--- src/trle_pkg.sv ---
`timescale 1ns / 1ps
// ----------------------------------------------------------------------------
// Threshold run-length encoder package
// Shared widths, register indexes and types for the encoder blocks.
// ----------------------------------------------------------------------------
package trle_pkg;

  localparam int PIX_W              = 16;   // pixel field on the stream
  localparam int THR_W              = 16;   // threshold register
  localparam int LW_W               = 13;   // line width register
  localparam int COL_W              = 12;   // column, row and run fields
  localparam int LINE_LIMIT         = 1 << COL_W;
  localparam int ADDR_W             = 4;    // four 32-bit registers
  localparam int DATA_W             = 32;
  localparam int QUEUE_DEPTH        = 2;

  localparam int PIXEL_WIDTH_DEF    = 16;
  localparam int MAX_LINE_WIDTH_DEF = 4096;

  localparam logic [LW_W-1:0] LINE_WIDTH_RST = LW_W'(640);

  // register indexes (byte address = 4 * index)
  localparam logic [1:0] REG_THRESHOLD  = 2'd0;
  localparam logic [1:0] REG_SIGNED_CMP = 2'd1;
  localparam logic [1:0] REG_INVERT     = 2'd2;
  localparam logic [1:0] REG_LINE_WIDTH = 2'd3;

  typedef struct packed {
    logic [THR_W-1:0] threshold;
    logic             signed_cmp;
    logic             invert;
    logic [LW_W-1:0]  line_width;
  } trle_cfg_t;

  // classified pixel handed from front to back
  typedef struct packed {
    logic on;
    logic frame_start;
  } trle_cls_t;

endpackage

--- src/trle_if.sv ---
`timescale 1ns / 1ps
// ----------------------------------------------------------------------------
// Threshold run-length encoder stream interfaces
// Pixel input channel and run output channel, valid/ready handshake.
// ----------------------------------------------------------------------------
interface trle_pix_if;
  import trle_pkg::*;

  logic             valid;
  logic             ready;
  logic [PIX_W-1:0] pixel;
  logic             frame_start;

  modport source (output valid, output pixel, output frame_start, input ready);
  modport sink   (input valid, input pixel, input frame_start, output ready);
endinterface

interface trle_run_if;
  import trle_pkg::*;

  logic             valid;
  logic             ready;
  logic [COL_W-1:0] run_begin;
  logic [COL_W-1:0] run_end;
  logic [COL_W-1:0] run_row;

  modport source (output valid, output run_begin, output run_end, output run_row,
                  input ready);
  modport sink   (input valid, input run_begin, input run_end, input run_row,
                  output ready);
endinterface

--- src/trle_front.sv ---
`timescale 1ns / 1ps
// ----------------------------------------------------------------------------
// Threshold run-length encoder front end
// Accepts pixel beats and classifies each one as on or off.
// ----------------------------------------------------------------------------
module trle_front #(
  parameter int PIXEL_WIDTH = trle_pkg::PIXEL_WIDTH_DEF
) (
  trle_pix_if.sink             pix_i,
  input  trle_pkg::trle_cfg_t  cfg_i,
  input  logic                 push_ready_i,
  output logic                 push_valid_o,
  output trle_pkg::trle_cls_t  push_data_o
);
  import trle_pkg::*;

  localparam logic [PIXEL_WIDTH-1:0] SIGN_BIT = {1'b1, {(PIXEL_WIDTH-1){1'b0}}};

  logic [PIXEL_WIDTH-1:0] pix_val;
  logic [PIXEL_WIDTH-1:0] thr_val;
  logic [PIXEL_WIDTH-1:0] flip;
  logic                   above;

  // flip the sign bit so a signed compare becomes an unsigned one
  always_comb begin
    pix_val = PIXEL_WIDTH'(pix_i.pixel);
    thr_val = PIXEL_WIDTH'(cfg_i.threshold);
    flip    = cfg_i.signed_cmp ? SIGN_BIT : '0;
    above   = (pix_val ^ flip) > (thr_val ^ flip);
  end

  assign pix_i.ready              = push_ready_i;
  assign push_valid_o             = pix_i.valid;
  assign push_data_o.on           = above ^ cfg_i.invert;
  assign push_data_o.frame_start  = pix_i.frame_start;

endmodule

--- src/trle_queue.sv ---
`timescale 1ns / 1ps
// ----------------------------------------------------------------------------
// Threshold run-length encoder queue
// Short FIFO of classified pixels between front and back.
// ----------------------------------------------------------------------------
module trle_queue (
  input  logic                clk_i,
  input  logic                rst_ni,
  input  logic                push_valid_i,
  input  trle_pkg::trle_cls_t push_data_i,
  output logic                push_ready_o,
  output logic                pop_valid_o,
  input  logic                pop_ready_i,
  output trle_pkg::trle_cls_t pop_data_o
);
  import trle_pkg::*;

  localparam int PTR_W = (QUEUE_DEPTH > 1) ? $clog2(QUEUE_DEPTH) : 1;
  localparam int CNT_W = $clog2(QUEUE_DEPTH + 1);
  localparam logic [CNT_W-1:0] CNT_FULL = CNT_W'(QUEUE_DEPTH);
  localparam logic [PTR_W-1:0] PTR_LAST = PTR_W'(QUEUE_DEPTH - 1);

  trle_cls_t        mem_q [QUEUE_DEPTH];
  logic [PTR_W-1:0] wr_ptr_q, wr_ptr_d;
  logic [PTR_W-1:0] rd_ptr_q, rd_ptr_d;
  logic [CNT_W-1:0] count_q, count_d;
  logic             push, pop;

  assign push_ready_o = (count_q != CNT_FULL);
  assign pop_valid_o  = (count_q != '0);
  assign pop_data_o   = mem_q[rd_ptr_q];
  assign push         = push_valid_i && push_ready_o;
  assign pop          = pop_valid_o && pop_ready_i;

  always_comb begin
    wr_ptr_d = wr_ptr_q;
    rd_ptr_d = rd_ptr_q;
    count_d  = count_q;
    if (push) begin
      wr_ptr_d = (wr_ptr_q == PTR_LAST) ? '0 : wr_ptr_q + PTR_W'(1);
    end
    if (pop) begin
      rd_ptr_d = (rd_ptr_q == PTR_LAST) ? '0 : rd_ptr_q + PTR_W'(1);
    end
    case ({push, pop})
      2'b10:   count_d = count_q + CNT_W'(1);
      2'b01:   count_d = count_q - CNT_W'(1);
      default: count_d = count_q;
    endcase
  end

  always_ff @(posedge clk_i or negedge rst_ni) begin
    if (!rst_ni) begin
      wr_ptr_q <= '0;
      rd_ptr_q <= '0;
      count_q  <= '0;
    end else begin
      wr_ptr_q <= wr_ptr_d;
      rd_ptr_q <= rd_ptr_d;
      count_q  <= count_d;
    end
  end

  always_ff @(posedge clk_i) begin
    if (push) begin
      mem_q[wr_ptr_q] <= push_data_i;
    end
  end

endmodule

--- src/trle_back.sv ---
`timescale 1ns / 1ps
// ----------------------------------------------------------------------------
// Threshold run-length encoder back end
// Tracks column, row and the open run; registers each emitted run.
// ----------------------------------------------------------------------------
module trle_back #(
  parameter int MAX_LINE_WIDTH = trle_pkg::MAX_LINE_WIDTH_DEF
) (
  input  logic                          clk_i,
  input  logic                          rst_ni,
  input  logic [trle_pkg::LW_W-1:0]     line_width_i,
  input  logic                          pop_valid_i,
  input  trle_pkg::trle_cls_t           pop_data_i,
  output logic                          pop_ready_o,
  trle_run_if.source                    run_o
);
  import trle_pkg::*;

  localparam int LINE_CAP = (MAX_LINE_WIDTH < LINE_LIMIT) ? MAX_LINE_WIDTH : LINE_LIMIT;
  localparam logic [LW_W-1:0] LINE_CAP_V = LW_W'(LINE_CAP);

  logic [COL_W-1:0] col_q, col_d;
  logic [COL_W-1:0] row_q, row_d;
  logic             open_q, open_d;
  logic [COL_W-1:0] start_q, start_d;
  logic             out_valid_q, out_valid_d;
  logic [COL_W-1:0] out_begin_q, out_end_q, out_row_q;
  logic [COL_W-1:0] out_begin_d, out_end_d;

  logic [LW_W-1:0]  eff_width;
  logic [COL_W-1:0] col, row, start;
  logic             open, on, eol, fire, emit;

  assign pop_ready_o = !out_valid_q || run_o.ready;
  assign fire        = pop_valid_i && pop_ready_o;

  always_comb begin
    if (line_width_i == '0) begin
      eff_width = LW_W'(1);
    end else if (line_width_i > LINE_CAP_V) begin
      eff_width = LINE_CAP_V;
    end else begin
      eff_width = line_width_i;
    end
  end

  // frame start drops any open run and restarts at column 0, row 0
  always_comb begin
    on    = pop_data_i.on;
    col   = pop_data_i.frame_start ? '0 : col_q;
    row   = pop_data_i.frame_start ? '0 : row_q;
    start = pop_data_i.frame_start ? '0 : start_q;
    open  = pop_data_i.frame_start ? 1'b0 : open_q;
    eol   = ({1'b0, col} + LW_W'(1)) >= eff_width;

    // an off pixel closes the run; an on pixel at line end closes it too
    emit        = (!on && open) || (on && eol);
    out_begin_d = (on && !open) ? col : start;
    out_end_d   = on ? col : col - COL_W'(1);

    open_d  = on && !eol;
    start_d = (on && !open) ? col : start;
    col_d   = eol ? '0 : col + COL_W'(1);
    row_d   = eol ? row + COL_W'(1) : row;
  end

  always_comb begin
    out_valid_d = out_valid_q;
    if (fire) begin
      out_valid_d = emit;
    end else if (run_o.ready) begin
      out_valid_d = 1'b0;
    end
  end

  always_ff @(posedge clk_i or negedge rst_ni) begin
    if (!rst_ni) begin
      col_q       <= '0;
      row_q       <= '0;
      open_q      <= 1'b0;
      start_q     <= '0;
      out_valid_q <= 1'b0;
    end else begin
      out_valid_q <= out_valid_d;
      if (fire) begin
        col_q   <= col_d;
        row_q   <= row_d;
        open_q  <= open_d;
        start_q <= start_d;
      end
    end
  end

  always_ff @(posedge clk_i) begin
    if (fire && emit) begin
      out_begin_q <= out_begin_d;
      out_end_q   <= out_end_d;
      out_row_q   <= row;
    end
  end

  assign run_o.valid     = out_valid_q;
  assign run_o.run_begin = out_begin_q;
  assign run_o.run_end   = out_end_q;
  assign run_o.run_row   = out_row_q;

endmodule

--- src/threshold_run_length_encoder.sv ---
`timescale 1ns / 1ps
// ----------------------------------------------------------------------------
// Threshold run-length encoder
// Thresholds a raster pixel stream and emits one beat per run of on pixels.
// ----------------------------------------------------------------------------
// Takes one pixel beat per clock, sustained while run_o takes runs, and emits
// a run (begin column, end column, row) when an off pixel closes it or the
// line ends with it open. A run reaches run_o through the two-entry queue
// between the classifying front end and the run tracker, then through the
// run output register. The queue and the output register absorb short
// stalls on either side, so with no stalls the stream moves at one beat
// per clock. There is no clearing pass after reset.
// Registers (APB, byte address 4*i): threshold, signed compare, invert,
// line width. Write them only while the stream is idle.
module threshold_run_length_encoder #(
  parameter int PIXEL_WIDTH    = trle_pkg::PIXEL_WIDTH_DEF,
  parameter int MAX_LINE_WIDTH = trle_pkg::MAX_LINE_WIDTH_DEF
) (
  input  logic                          clk_i,
  input  logic                          rst_ni,
  input  logic                          psel,
  input  logic                          penable,
  input  logic                          pwrite,
  input  logic [trle_pkg::ADDR_W-1:0]   paddr,
  input  logic [trle_pkg::DATA_W-1:0]   pwdata,
  output logic [trle_pkg::DATA_W-1:0]   prdata,
  output logic                          pready,
  trle_pix_if.sink                      pix_i,
  trle_run_if.source                    run_o
);
  import trle_pkg::*;

  trle_cfg_t  cfg_q;
  logic       cfg_wr;
  logic [1:0] reg_idx;

  logic       push_valid, push_ready, pop_valid, pop_ready;
  trle_cls_t  push_data, pop_data;

  assign pready  = 1'b1;
  assign cfg_wr  = psel && penable && pwrite && pready;
  assign reg_idx = paddr[ADDR_W-1:2];

  always_ff @(posedge clk_i or negedge rst_ni) begin
    if (!rst_ni) begin
      cfg_q.threshold  <= '0;
      cfg_q.signed_cmp <= 1'b0;
      cfg_q.invert     <= 1'b0;
      cfg_q.line_width <= LINE_WIDTH_RST;
    end else if (cfg_wr) begin
      case (reg_idx)
        REG_THRESHOLD:  cfg_q.threshold  <= pwdata[THR_W-1:0];
        REG_SIGNED_CMP: cfg_q.signed_cmp <= pwdata[0];
        REG_INVERT:     cfg_q.invert     <= pwdata[0];
        REG_LINE_WIDTH: cfg_q.line_width <= pwdata[LW_W-1:0];
        default: ;
      endcase
    end
  end

  always_comb begin
    case (reg_idx)
      REG_THRESHOLD:  prdata = DATA_W'(cfg_q.threshold);
      REG_SIGNED_CMP: prdata = DATA_W'(cfg_q.signed_cmp);
      REG_INVERT:     prdata = DATA_W'(cfg_q.invert);
      REG_LINE_WIDTH: prdata = DATA_W'(cfg_q.line_width);
      default:        prdata = '0;
    endcase
  end

  trle_front #(
    .PIXEL_WIDTH (PIXEL_WIDTH)
  ) u_front (
    .pix_i        (pix_i),
    .cfg_i        (cfg_q),
    .push_ready_i (push_ready),
    .push_valid_o (push_valid),
    .push_data_o  (push_data)
  );

  trle_queue u_queue (
    .clk_i        (clk_i),
    .rst_ni       (rst_ni),
    .push_valid_i (push_valid),
    .push_data_i  (push_data),
    .push_ready_o (push_ready),
    .pop_valid_o  (pop_valid),
    .pop_ready_i  (pop_ready),
    .pop_data_o   (pop_data)
  );

  trle_back #(
    .MAX_LINE_WIDTH (MAX_LINE_WIDTH)
  ) u_back (
    .clk_i        (clk_i),
    .rst_ni       (rst_ni),
    .line_width_i (cfg_q.line_width),
    .pop_valid_i  (pop_valid),
    .pop_data_i   (pop_data),
    .pop_ready_o  (pop_ready),
    .run_o        (run_o)
  );

  // an empty queue always takes a beat
  assert property (@(posedge clk_i) disable iff (!rst_ni)
    !pop_valid |-> push_ready)
    else $error("queue empty but not ready");

  // an accepted pixel is waiting for the back end on the next cycle
  assert property (@(posedge clk_i) disable iff (!rst_ni)
    (pix_i.valid && pix_i.ready) |=> pop_valid)
    else $error("accepted pixel lost before back end");

  // a run never ends before it begins
  assert property (@(posedge clk_i) disable iff (!rst_ni)
    run_o.valid |-> (run_o.run_end >= run_o.run_begin))
    else $error("run end precedes run begin");

endmodule

--- src/flat_wrapper.sv ---
// flat-port wrapper written by rule: the top's interface ports become plain ports
module threshold_run_length_encoder_flat import trle_pkg::*;
#(
  parameter int PIXEL_WIDTH    = trle_pkg::PIXEL_WIDTH_DEF,
  parameter int MAX_LINE_WIDTH = trle_pkg::MAX_LINE_WIDTH_DEF
)
  (clk_i, rst_ni, psel, penable, pwrite, paddr, pwdata, prdata, pready, pix_i_valid, pix_i_pixel, pix_i_frame_start, pix_i_ready, run_o_valid, run_o_run_begin, run_o_run_end, run_o_run_row, run_o_ready);
  trle_pix_if pix_i_i ();
  trle_run_if run_o_i ();
  input  logic clk_i;
  input  logic rst_ni;
  input  logic psel;
  input  logic penable;
  input  logic pwrite;
  input  logic [trle_pkg::ADDR_W-1:0] paddr;
  input  logic [trle_pkg::DATA_W-1:0] pwdata;
  output logic [trle_pkg::DATA_W-1:0] prdata;
  output logic pready;
  input wire logic [$bits(pix_i_i.valid)-1:0] pix_i_valid;
  input wire logic [$bits(pix_i_i.pixel)-1:0] pix_i_pixel;
  input wire logic [$bits(pix_i_i.frame_start)-1:0] pix_i_frame_start;
  output wire logic [$bits(pix_i_i.ready)-1:0] pix_i_ready;
  output wire logic [$bits(run_o_i.valid)-1:0] run_o_valid;
  output wire logic [$bits(run_o_i.run_begin)-1:0] run_o_run_begin;
  output wire logic [$bits(run_o_i.run_end)-1:0] run_o_run_end;
  output wire logic [$bits(run_o_i.run_row)-1:0] run_o_run_row;
  input wire logic [$bits(run_o_i.ready)-1:0] run_o_ready;
  assign pix_i_i.valid = pix_i_valid;
  assign pix_i_i.pixel = pix_i_pixel;
  assign pix_i_i.frame_start = pix_i_frame_start;
  assign pix_i_ready = pix_i_i.ready;
  assign run_o_valid = run_o_i.valid;
  assign run_o_run_begin = run_o_i.run_begin;
  assign run_o_run_end = run_o_i.run_end;
  assign run_o_run_row = run_o_i.run_row;
  assign run_o_i.ready = run_o_ready;
  threshold_run_length_encoder #(.PIXEL_WIDTH(PIXEL_WIDTH), .MAX_LINE_WIDTH(MAX_LINE_WIDTH)) u_core (.clk_i(clk_i), .rst_ni(rst_ni), .psel(psel), .penable(penable), .pwrite(pwrite), .paddr(paddr), .pwdata(pwdata), .prdata(prdata), .pready(pready), .pix_i(pix_i_i), .run_o(run_o_i));
endmodule
--- config.mk ---
export PLATFORM = sky130hd
export DESIGN_NAME = threshold_run_length_encoder_flat
export DESIGN_NICKNAME = d
export VERILOG_FILES = /design/src/trle_pkg.sv /design/src/trle_if.sv /design/src/trle_front.sv /design/src/trle_queue.sv /design/src/trle_back.sv /design/src/threshold_run_length_encoder.sv /design/src/flat_wrapper.sv
export SDC_FILE = /design/constraint.sdc
export NUM_CORES = 1
export LEC_CHECK = 0
export BUFFER_PORTS_ARGS = -buffer_cell sky130_fd_sc_hd__buf_2
export CORE_MARGIN = 2
export CORE_UTILIZATION = 57
export CTS_BUF_LIST = sky130_fd_sc_hd__clkbuf_8
export CTS_CLUSTER_SIZE = 40
export DETAILED_ROUTE_END_ITERATION = 10
export PLACE_DENSITY = 0.83
export SYNTH_ARGS = -nofsm -noshare
export SYNTH_HDL_FRONTEND = slang
export SYNTH_HIERARCHICAL = 1
export SYNTH_SLANG_ARGS = --single-unit
--- constraint.sdc ---
create_clock -name clk_i -period 6.06 [get_ports clk_i]
set_input_delay 0 -clock clk_i [delete_from_list [all_inputs] [get_ports clk_i]]
set_output_delay 0 -clock clk_i [all_outputs]
set_load 0.02 [all_outputs]
Yosys cells after proc, flatten, opt, wreduce, memory -nomap -nowiden
Memories as Yosys holds them, arrays and structs flattened.
Cells that the tools add are included.
W data, S select, Z words.
- add/sub/neg operators: 8
- multiply operators: 0
- div/mod/pow operators: 0
- magnitude comparators: 3
- equal/unequal tests: 6
- shift operators: 0
- muxes and demuxes: 19
- bitwise logic cells: 3
- reductions and logical operators: 24
- operator list (kind ; count):
    $pmux W32 S4 ; 1
    $mux W12 ; 7
    $xor A16 B16 Y16 ; 2
    $mux W13 ; 2
    $add A12 B1 Y12 const B ; 2
    $gt A16 B16 Y1 ; 1
    $mux W16 ; 1
    $add A12 B1 Y13 const B ; 1
    $ge A13 B13 Y1 ; 1
    $gt A13 B13 Y1 const B ; 1
    $logic_not A13 Y1 ; 1
    $sub A12 B1 Y12 const B ; 1
    $logic_and A1 B1 Y1 ; 9
    $reduce_and A2 Y1 ; 4
    $mux W1 ; 7
    $eq A2 B2 Y1 const B ; 3
    $reduce_bool A2 Y1 ; 3
    $eq A2 B1 Y1 const B ; 2
    $logic_not A1 Y1 ; 4
    $pmux W2 S2 ; 1
    $add A1 B1 Y1 const B ; 2
    $add A2 B1 Y2 const B ; 1
    $logic_not A2 Y1 ; 1
    $logic_or A1 B1 Y1 ; 2
    3 further kinds ; 3
- bits in registers: 109
- bits in latches: 0
- RAM bits: 4
- bits in read-only memories: 0
- input bits: 60
- output and inout bits: 71
- logic and storage cells: 79
- memories: 1
- memory list (name ; words ; bits a word ; read ports ; clocked after memory_dff ; write ports ; RTL line ; text):
    u_core.u_queue.mem_q ; 2 ; 2 ; 1 ; 0 ; 1 ; trle_queue.sv:23 ; trle_cls_t mem_q [QUEUE_DEPTH];

Logic depth before layout (Yosys ltp)
Gate-level depths: netlist of the first run.
- depth in word-level cells: 7
- gate-level depth with buffers: 19
- mapped depth without buffers: 15

Hierarchy
Netlist of the first run, hierarchy kept.
- modules (own cells, without submodules) (module ; instances ; cells each ; area an instance (um2) ; seq. area each (um2)):
    trle_back ; 1 ; 418 ; 4018.9 ; 2031.9
    threshold_run_length_encoder ; 1 ; 110 ; 1552.7 ; 778.2
    trle_front ; 1 ; 63 ; 460.4 ; 0.0
    trle_queue ; 1 ; 23 ; 337.8 ; 220.2

Least setup slack after synthesis of the first run
OpenSTA, ideal clock, no wires.
- path type: reg-to-reg
- start: reg u_core.u_queue.rd_ptr_q
- end: reg u_core.u_back.out_begin_q[0], in the netlist u_core/u_back/run_o.run_begin[0] (enable)
- setup time: 397 ps
- arrival: 4329 ps
- required time: 5663 ps
- path slack: 1334 ps
- stages on the path, launching flop included: 18
- buffers on the path: 4
- cell sequence: dfrtp_1 > mux2_2 > buf_2 > buf_2 > buf_2 > nor2b_1 > ha_1 > nand3_1 > nor4_2 > xor2_1 > ha_1 > a21oi_2 > o21ai_2 > a2111oi_2 > a21o_1 > buf_6 > a21oi_1 > and2_1
- RTL lines (item ; RTL line ; text):
    from (decl) ; trle_queue.sv:25 ; logic [PTR_W-1:0] rd_ptr_q, rd_ptr_d;
    from (signal assigned) ; trle_queue.sv:59 ; rd_ptr_q <= rd_ptr_d;
    to (signal assigned) ; trle_back.sv:96 ; out_begin_q <= out_begin_d;
    to (decl) ; trle_back.sv:27 ; logic [COL_W-1:0] out_begin_q, out_end_q, out_row_q;

==> results.yml, run 1 <==
drt:
  wl_met3_mm: 1.00
  wl_met2_mm: 7.13
  drt_pass1_iterations: 6
  drt-vias-per-instance: 5.72
  drt_iter0_markers: 291
  ant_nets: 0
  wl_met1_mm: 5.79
  post-route-drc-count: 0
  route.vias.total: 4968
  totalWireLength_mm: 14.2
  post_drt_wl_per_cell_um: 16.4
  dr.max_layer_used: "met4"
critical_path:
  end_kind: "flip-flop"
  cp-start-kind: "flip-flop"
  worst_ep_arrival_time_ns: 4.85
  crit_fanout: 36
  r2r_start: "u_core/u_queue/rd_ptr_q$_DFFE_PN0P_"
  crit_start: "u_core/u_queue/rd_ptr_q$_DFFE_PN0P_"
  path_class: "reg -> reg"
  cp.required_ns: 6.20
timing:
  fin_crit_sh: 0.778
  slew_violations: 0
  timing.final.hold_violations: 0
  fin_tns_setup_ns: 0
  finalWorstSetupSlack_ns: 1.35
  fin_crit_ns: 4.71
  finalClockSkew_ns: 0.0128
  rsz0062_at_grt: "no"
  slew_headroom: 0.202
  worst_pin_slew_ns: 1.20
  fmax_mhz: 212
  finalSetupViolCount: 0
power:
  swShare: 0.383
  p_switching_mw: 1.20
  clkPwrFrac: 0.235
  power.internal_mw: 1.93
  power_density_nw_per_um2: 424
  leakagePower_nw: 3.41
  seqPwrFrac: 0.379
  peakVddDrop_mv: 0.234
  comb_power_share: 0.386
clock_tree:
  cts_tree: "built"
  h-tree-depth: 4
  cts.clk_slew.worst_paths_ns: 0.07
  clockBufferDepth: 2
  root_buffer: "clkbuf_8"
  cts_resized: 0
  cts_sinks: 113
  clk_latency_ns: 0.44
  cts_made_buffers: 17
logic_synthesis:
  synth_ff_type: "dfrtp_1"
  yosysSeqAreaShare: 0.476
  async_flop_share: 0.646
  yosysWarnings: 6
  synth-edff-count: 40
  syn_inst: 614
  ys_seq_elements: 113
  syn-cell-area_um2: 6370
  syn_area_per_cell_um2: 10.4
  ys_types: 71
placed_design:
  place.gp.congestion: 0.913
  preCtsSetupSlack_ns: 1.45
  dp_hpwl_mm: 9.59
  port_buffers: 95
global_routing:
  grt_max_degree: 74
  grt_pass1_wl_mm: 23.5
  grt_pass1_vias: 4830
  antenna_found_initial: 0
  overflow: 0
  grt_util_all_layers: 0.255
floorplanning:
  rows: 38
  num_io_pins: 131
  start_util: 0.585
  die_x_um: 110
  chipHeight_um: 110
  coreArea_um2: 10900
  die_area_um2: 12000
final_layout:
  layout-drive-gt1-share: 0.250
  antenna_cells: 0
  post-route-util: 0.680
  area_growth_pct: 16.2
  nNetsFinal: 808
flow_run:
  drv_cap: 0
outcome:
  outcome: "completed"
min_path:
  min-delay-start: "run_o_ready"
  hold_class: "in -> reg"
-- critical path, cell delays in order (launching register included) --
cell and delay [ns]:
dfrtp_1 0.39, mux2_2 0.52, nor2b_1 0.40, ha_1 0.28
nand3_1 0.20, nor4_2 0.40, xor2_1 0.26, ha_1 0.31
a21oi_2 0.17, o21ai_2 0.09, a2111oi_2 0.40, a21o_1 0.18
buf_4 0.26, a21oi_1 0.13, and2_1 0.16, buf_4 0.26
-- what timing repair did --
action	CTS	global route
buffers inserted	0	0
hold buffers	19	0
endpoints found under the hold margin	107	0
-- path summary, 6_finish.rpt --
path | to | cells after the start | slack (ns)
max | u_core/u_back/run_o.run_begin[10]$_DFFE_PP_ | 15 | 1.35
min | u_core/u_back/run_o.valid$_DFFE_PN0P_ | 3 | 0.05
max reg2reg | u_core/u_back/run_o.run_begin[10]$_DFFE_PP_ | 15 | 1.35
min reg2reg | u_core/u_back/start_q[1]$_DFFE_PN0P_ | 2 | 0.48
max in group asynchronous | u_core/u_back/row_q[10]$_DFFE_PN0P_ | 3 | 5.09
min in group asynchronous | u_core/cfg_q[19]$_DFFE_PN0P_ | 3 | 0.32
-- power groups by stage --
stage / clock (mW) / sequential, mW / combinational (mW)
6_report: 0.736 / 1.19 / 1.21
5_1_grt: 0.793 / 1.21 / 1.32
4_1_cts: 0.750 / 1.19 / 1.20
3_5_place_dp: 0 / 1.20 / 1.18
3_3_place_gp: 0 / 1.19 / 1.14
2_1_floorplan: 0 / 1.31 / 0.762
-- per-stage QoR --
stage / hold slack (ns) / total power, mW / std cells / instance area (um^2)
finish: 0.0486 / 3.14 / 868 / 7400
global route: 0.0646 / 3.33 / 868 / 7400
CTS: 0.0252 / 3.14 / 868 / 7400
detailed placement: 0.217 / 2.38 / 817 / 6800
global placement: 0.210 / 2.33 / 817 / 6800
floorplan: -0.296 / 2.07 / 629 / 6430
-- cell type report --
class | instances | area, um^2
Fill cell | 811 | 3490
Sequential cell | 113 | 3030
Multi-Input combinational cell | 439 | 2980
Timing Repair Buffer | 121 | 718
Clock buffer | 17 | 234
Clock inverter | 15 | 176
Tap cell | 140 | 175
Inverter | 23 | 86.3
-- flip-flops by register name, indices dropped and copies added (netlist names) --
register and flops:
u_core/cfg_q 31, u_core/u_back/start_q 12, u_core/u_back/open_q 1, u_core/u_back/run_o.valid 1
u_core/u_queue/count_q 2, u_core/u_back/row_q 12, u_core/u_back/col_q 12, u_core/u_queue/rd_ptr_q 1
u_core/u_back/run_o.run_begin 12, u_core/u_queue/mem_q 4, u_core/u_queue/wr_ptr_q 1, u_core/u_back/run_o.run_end 12
u_core/u_back/run_o.run_row 12
-- layout by cell type (no fill, tap or decap), types with 3 or more instances in the layout --
cell type and n:
dlygate4sd3_1 19, a22o_1 13, inv_1 26, edfxtp_1 40, o21ai_0 18, nor2_1 43
buf_2 95, buf_4 7, mux2_2 24, mux2_4 10, o22ai_1 3, clkinvlp_4 3
a21oi_1 14, o21bai_1 3, and3_1 4, nand4_1 6, o21ai_1 5, or3_1 5
xnor2_1 13, nor2b_1 15, a221o_1 3, conb_1 17, o211ai_1 3, bufinv_16 4
dfrtp_1 71, nand3_1 19, nor3_1 13, nand2_1 90, clkbuf_8 17, nor4_1 10
mux2i_1 13, ha_1 33, xor2_1 7, and2_1 8, clkinv_2 3, nand2b_1 5
-- per-layer routing --
layer,vias to the layer above,track usage
li1,2328,-
met1,2396,0.311
met2,214,0.431
met3,30,0.0711
met4,0,0.100
met5,-,0
-- cell usage after synthesis, drive strengths merged (4+ instances only) --
| cell type | number | area (um^2) |
|---|---|---|
| and3 | 4 | 25.0 |
| nand3 | 20 | 105 |
| clkbuf | 15 | 56.3 |
| or3 | 5 | 31.3 |
| xnor2 | 13 | 114 |
| nor3 | 15 | 91.3 |
| mux2i | 13 | 130 |
| buf | 39 | 272 |
| ha | 33 | 413 |
| nand4 | 8 | 62.6 |
| xor2 | 7 | 61.3 |
| nand2b | 5 | 31.3 |
| edfxtp | 40 | 1200 |
| nand2 | 90 | 338 |
| a21oi | 16 | 87.6 |
| nor4 | 11 | 75.1 |
| o21ai | 24 | 124 |
| and2 | 9 | 58.8 |
| inv | 23 | 86.3 |
| mux2 | 34 | 420 |
| nor2 | 43 | 161 |
| dfrtp | 71 | 1780 |
| a22o | 13 | 114 |
| nor2b | 15 | 93.8 |
-- logic make-up (layout without fill, tap and decap cells) --
| logic type | Yosys count | after routing | synth area share |
|---|---|---|---|
| simple gates | 234 | 234 | 0.179 |
| flops | 113 | 113 | 0.476 |
| compound gates | 87 | 87 | 0.0964 |
| buf+inv | 77 | 176 | 0.0650 |
| mux | 48 | 48 | 0.0900 |
| fa+ha+maj | 33 | 33 | 0.0648 |
| xor+xnor | 20 | 20 | 0.0275 |
| other cells | 2 | 17 | 0.00118 |
(Power assumes the default switching activity.)
==> run 2: changes to the inputs <==
clock period = 4.5 ns   (was 6.06 ns; I/O delays follow)
==> results.yml, run 2 (synthesis gave the netlist of run 1 again) <==
clock_tree:
  clockBufferDepth: 2
  root_buffer: "clkbuf_8"
  cts_tree: "built"
  cts_made_buffers: 17
  cts_sinks: 113
  clk_latency_ns: 0.43
  h-tree-depth: 4
  cts_setup_buffers: 0
  cts.clk_slew.worst_paths_ns: 0.06
min_path:
  min_path_cells: 3
  min-delay-start: "paddr[3]"
  hold_class: "in -> reg"
  holdPathEnd: "u_core/cfg_q[14]$_DFFE_PN0P_"
global_routing:
  grt_use_met2: 0.421
  grt_util_all_layers: 0.253
  grt_pass1_wl_mm: 23.5
  grt_pass1_vias: 4876
  antenna_found_initial: 0
  grt.busiest_layer: "met2"
  met3_usage: 0.0628
  grt_use_met1: 0.320
  grt_max_degree: 46
  overflow: 0
final_layout:
  nNetsFinal: 811
  regMostFlops: "u_core/cfg_q"
  largest_register_ffs: 31
  antenna_cells: 0
  layout-drive-gt1-share: 0.253
  final_common_cell: "buf_2"
  area_growth_pct: 16.1
  final_area_um2: 7390
  layout_common_cells: "95 x buf_2, 90 x nand2_1, 71 x dfrtp_1"
  fin_cells: 871
  fillerInstances: 809
drt:
  post-route-drc-count: 0
  drt-vias-per-instance: 5.65
  drt_iter0_markers: 195
  totalWireLength_mm: 13.8
  ant_nets: 0
  post_drt_wl_per_cell_um: 15.8
  route.vias.total: 4922
  drt_pass1_iterations: 7
timing:
  fin_tns_setup_ns: 0
  slew_headroom: 0.258
  finalClockSkew_ns: 0.00846
  slew_violations: 0
  worst_pin_slew_ns: 1.11
  fin_crit_sh: 0.934
  rsz0062_at_grt: "no"
  fmax_mhz: 238
  timing.final.hold_violations: 0
  fin_crit_ns: 4.20
  finalSetupViolCount: 0
floorplanning:
  chipHeight_um: 110
  num_io_pins: 131
  die_x_um: 110
  start_util: 0.585
  coreArea_um2: 10900
  rows: 38
  die_area_um2: 12000
critical_path:
  cp.required_ns: 4.81
  crit_fanout: 10
  cp-start-kind: "flip-flop"
  worstRegToRegCells: 14
  r2r_setup_slack_ns: 0.30
  rr_endpoint: "u_core/u_back/row_q[3]$_DFFE_PN0P_"
  r2r_start: "u_core/u_queue/rd_ptr_q$_DFFE_PN0P_"
  end_kind: "flip-flop"
  worst_ep_arrival_time_ns: 4.52
  path_class: "reg -> reg"
placed_design:
  place.gp.congestion: 0.888
  port_buffers: 95
  placed_cell_area_um2: 6830
  dp_hpwl_mm: 9.67
  placed_cells: 820
outcome:
  outcome: "completed"
flow_run:
  drv_cap: 0
power:
  leakagePower_nw: 3.44
  peakVddDrop_mv: 0.259
  power_density_nw_per_um2: 562
run 2: repair_timing:
item                                    CTS  global route
hold endpoints to repair                 78             0
hold buffers                             19             0
resized for setup                         0             1
endpoints found under the setup margin    0            36
run 2: worst max-delay path, stage by stage (launching register included):
cell       delay (ns)
dfrtp_1          0.40
mux2_2           0.38
nand2b_1         0.23
inv_1            0.11
ha_1             0.19
nand3_1          0.19
nor4_2           0.38
xor2_1           0.14
ha_1             0.34
a21oi_2          0.07
o21ai_2          0.21
a2111oi_2        0.09
a21oi_1          0.83
a311oi_1         0.21
a211o_1          0.31
run 2: final cells by class:
| type | instances | area [um^2] | area share |
|---|---|---|---|
| clock buffers | 20 | 275 | 0.0372 |
| clock inverters | 12 | 103 | 0.0139 |
| inverters | 23 | 86.3 | 0.0117 |
| multi-input cells | 439 | 2980 | 0.404 |
| flip-flops and latches | 113 | 3030 | 0.410 |
| well taps | 140 | 175 | 0.0237 |
| repair buffers | 124 | 741 | 0.100 |
run 2: how the worst max path moves through the flow:
stage	start	to	slack (ns)	cells past startpoint
floorplan	u_core/u_queue/rd_ptr_q$_DFFE_PN0P_	u_core/u_back/run_o.run_begin[0]$_DFFE_PP_	0.10	17
global placement	u_core/u_queue/rd_ptr_q$_DFFE_PN0P_	u_core/u_back/run_o.run_begin[4]$_DFFE_PP_	0.45	14
detailed placement	u_core/u_queue/rd_ptr_q$_DFFE_PN0P_	u_core/u_back/run_o.run_begin[4]$_DFFE_PP_	0.27	14
CTS	u_core/u_queue/rd_ptr_q$_DFFE_PN0P_	u_core/u_back/run_o.run_end[10]$_DFFE_PP_	0.26	14
global route	u_core/u_queue/rd_ptr_q$_DFFE_PN0P_	u_core/u_back/row_q[3]$_DFFE_PN0P_	0.03	14
finish	u_core/u_queue/rd_ptr_q$_DFFE_PN0P_	u_core/u_back/row_q[3]$_DFFE_PN0P_	0.30	14
run 2: power breakdown:
part           switching, mW  total, mW  internal, mW
clock network          0.387      0.906         0.520
registers              0.164       1.60          1.44
logic                   1.05       1.65         0.599
total                   1.60       4.15          2.56
run 2: per-layer routing:
layer	wire length (um)	up-vias
met3	899	25
met5	0	-
met1	5820	2368
met2	6820	192
met4	216	0
li1	-	2337
run 2: per-stage QoR:
stage	utilization	worst slack, ns	hold slack (ns)	total power [mW]
floorplan	-	0.103	-0.296	2.79
finish	0.679	0.296	0.0676	4.15
global route	0.679	0.0349	0.0767	4.42
global placement	0.627	0.446	0.211	3.17
CTS	0.679	0.256	0.0503	4.16
detailed placement	0.627	0.266	0.218	3.24
==> run 3: changes to the inputs <==
clock period = 3.9 ns   (was 4.5 ns; I/O delays follow)
==> results.yml, run 3 (synthesis gave the netlist of run 1 again) <==
final_layout:
  layout-drive-gt1-share: 0.275
  layout_common_cells: "95 x buf_2, 90 x nand2_1, 71 x dfrtp_1"
  final_common_cell: "buf_2"
  antenna_cells: 0
  area_growth_pct: 19.2
  post-route-util: 0.697
  nNetsFinal: 819
  regMostFlops: "u_core/cfg_q"
  largest_register_ffs: 31
clock_tree:
  h-tree-depth: 4
  cts.clk_slew.worst_paths_ns: 0.07
  cts_made_buffers: 17
  clockBufferDepth: 2
  cts_sinks: 113
  cts_tree: "built"
  clk_latency_ns: 0.43
  root_buffer: "clkbuf_8"
placed_design:
  place.gp.congestion: 0.898
  port_buffers: 95
  dp_hpwl_mm: 9.82
  preCtsSetupSlack_ns: -0.00180
timing:
  finalWorstSetupSlack_ns: 0.146
  slew_headroom: 0.272
  finalClockSkew_ns: 0.0123
  fin_crit_sh: 0.963
  slew_violations: 0
  fin_crit_ns: 3.75
  fmax_mhz: 266
  finalSetupViolCount: 0
  fin_tns_setup_ns: 0
  timing.final.hold_violations: 0
  hold_ws_ns: 0.0604
  worst_pin_slew_ns: 1.09
drt:
  post-route-drc-count: 0
  drt_pass1_iterations: 5
  route.vias.total: 5022
  drt-vias-per-instance: 5.71
  ant_nets: 0
  totalWireLength_mm: 14.5
  drt_iter0_markers: 245
  post_drt_wl_per_cell_um: 16.5
critical_path:
  end_kind: "flip-flop"
  r2r_setup_slack_ns: 0.15
  r2r_start: "u_core/u_queue/rd_ptr_q$_DFFE_PN0P_"
  worstRegToRegCells: 15
  crit_fanout: 20
  cp-start-kind: "flip-flop"
  rr_endpoint: "u_core/u_back/row_q[9]$_DFFE_PN0P_"
  worst_ep_arrival_time_ns: 4.06
  path_class: "reg -> reg"
  cp.required_ns: 4.21
min_path:
  min_path_cells: 3
  holdPathEnd: "u_core/cfg_q[14]$_DFFE_PN0P_"
  min-delay-start: "paddr[3]"
  hold_class: "in -> reg"
global_routing:
  grt_pass1_wl_mm: 23.5
  grt_max_degree: 42
  antenna_found_initial: 0
  grt_pass1_vias: 4916
  grt_util_all_layers: 0.256
  overflow: 0
power:
  power_density_nw_per_um2: 663
  leakagePower_nw: 3.52
  finalPower_mw: 5.03
  peakVddDrop_mv: 0.366
outcome:
  outcome: "completed"
flow_run:
  drv_cap: 0
floorplanning:
  rows: 38
  chipHeight_um: 110
  die_x_um: 110
  num_io_pins: 131
  die_area_um2: 12000
  start_util: 0.585
  coreArea_um2: 10900
## run 3: cell count changes in the layout (fill, tap and decap cells not counted), sizes merged
cell	previous run	this run
clkinvlp	0	3
buf	105	111
clkbuf	20	18
inv	29	26
bufinv	2	4
and2	9	11
## run 3: critical path, stage by stage (launching register included)
cell     delay, ns
dfrtp_1       0.37
mux2_2        0.37
buf_4         0.17
nor2b_4       0.14
ha_4          0.16
nand3_4       0.12
nor4_4        0.34
xor2_1        0.13
ha_1          0.35
a21oi_2       0.07
o21ai_2       0.21
a41oi_2       0.09
a21o_1        0.24
buf_8         0.17
or3_1         0.38
a221o_1       0.31
## run 3: where the power goes
part           internal, mW  switching (mW)  leakage (nW)
clock network         0.699           0.462         0.216
logic                 0.744            1.27          1.98
registers              1.66           0.197          1.33
total                  3.10            1.93          3.52
## run 3: stage by stage
stage / std cells / instance area, um^2
2_1_floorplan: 629 / 6460
3_5_place_dp: 823 / 6880
6_report: 879 / 7590
3_3_place_gp: 823 / 6880
4_1_cts: 874 / 7490
5_1_grt: 879 / 7590
## run 3: repair_timing
item | 4_1_cts | 5_1_grt
endpoints found under the hold margin | 67 | 0
gates resized for setup | 1 | 10
gates cloned | 0 | 2
pin swaps | 0 | 6
endpoints found under the setup margin | 1 | 43
setup buffers | 0 | 3
hold buffers | 19 | 0
## run 3: per-layer routing
metal	global-route usage	vias to the layer above	wire, um	share of wire
li1	-	2356	-	-
met1	0.314	2422	5870	0.40
met2	0.428	224	7290	0.50
met3	0.0694	20	1160	0.080
met4	0.104	0	193	0.013
met5	0	-	0	0
## run 3: how the worst max path moves through the flow
stage	startpoint	to	slack (ns)	depth (start not counted)
2_1_floorplan	u_core/u_queue/rd_ptr_q$_DFFE_PN0P_	u_core/u_back/run_o.run_begin[0]$_DFFE_PP_	0.004	18
3_3_place_gp	u_core/u_queue/rd_ptr_q$_DFFE_PN0P_	u_core/u_back/row_q[3]$_DFFE_PN0P_	0.15	15
3_5_place_dp	u_core/u_queue/rd_ptr_q$_DFFE_PN0P_	u_core/u_back/row_q[3]$_DFFE_PN0P_	-0.002	14
4_1_cts	u_core/u_queue/rd_ptr_q$_DFFE_PN0P_	u_core/u_back/run_o.run_end[8]$_DFFE_PP_	0.12	14
5_1_grt	u_core/u_queue/rd_ptr_q$_DFFE_PN0P_	u_core/u_back/row_q[9]$_DFFE_PN0P_	-0.05	15
6_report	u_core/u_queue/rd_ptr_q$_DFFE_PN0P_	u_core/u_back/row_q[9]$_DFFE_PN0P_	0.15	15
## run 3: layout make-up
| type | count | area, um^2 |
|---|---|---|
| clock buffer | 18 | 248 |
| clock inverter | 14 | 173 |
| fill | 771 | 3300 |
| inverter | 23 | 86.3 |
| multi-input combinational | 441 | 3080 |
| sequential | 113 | 3030 |
| tap | 140 | 175 |
| timing repair buffer | 130 | 793 |
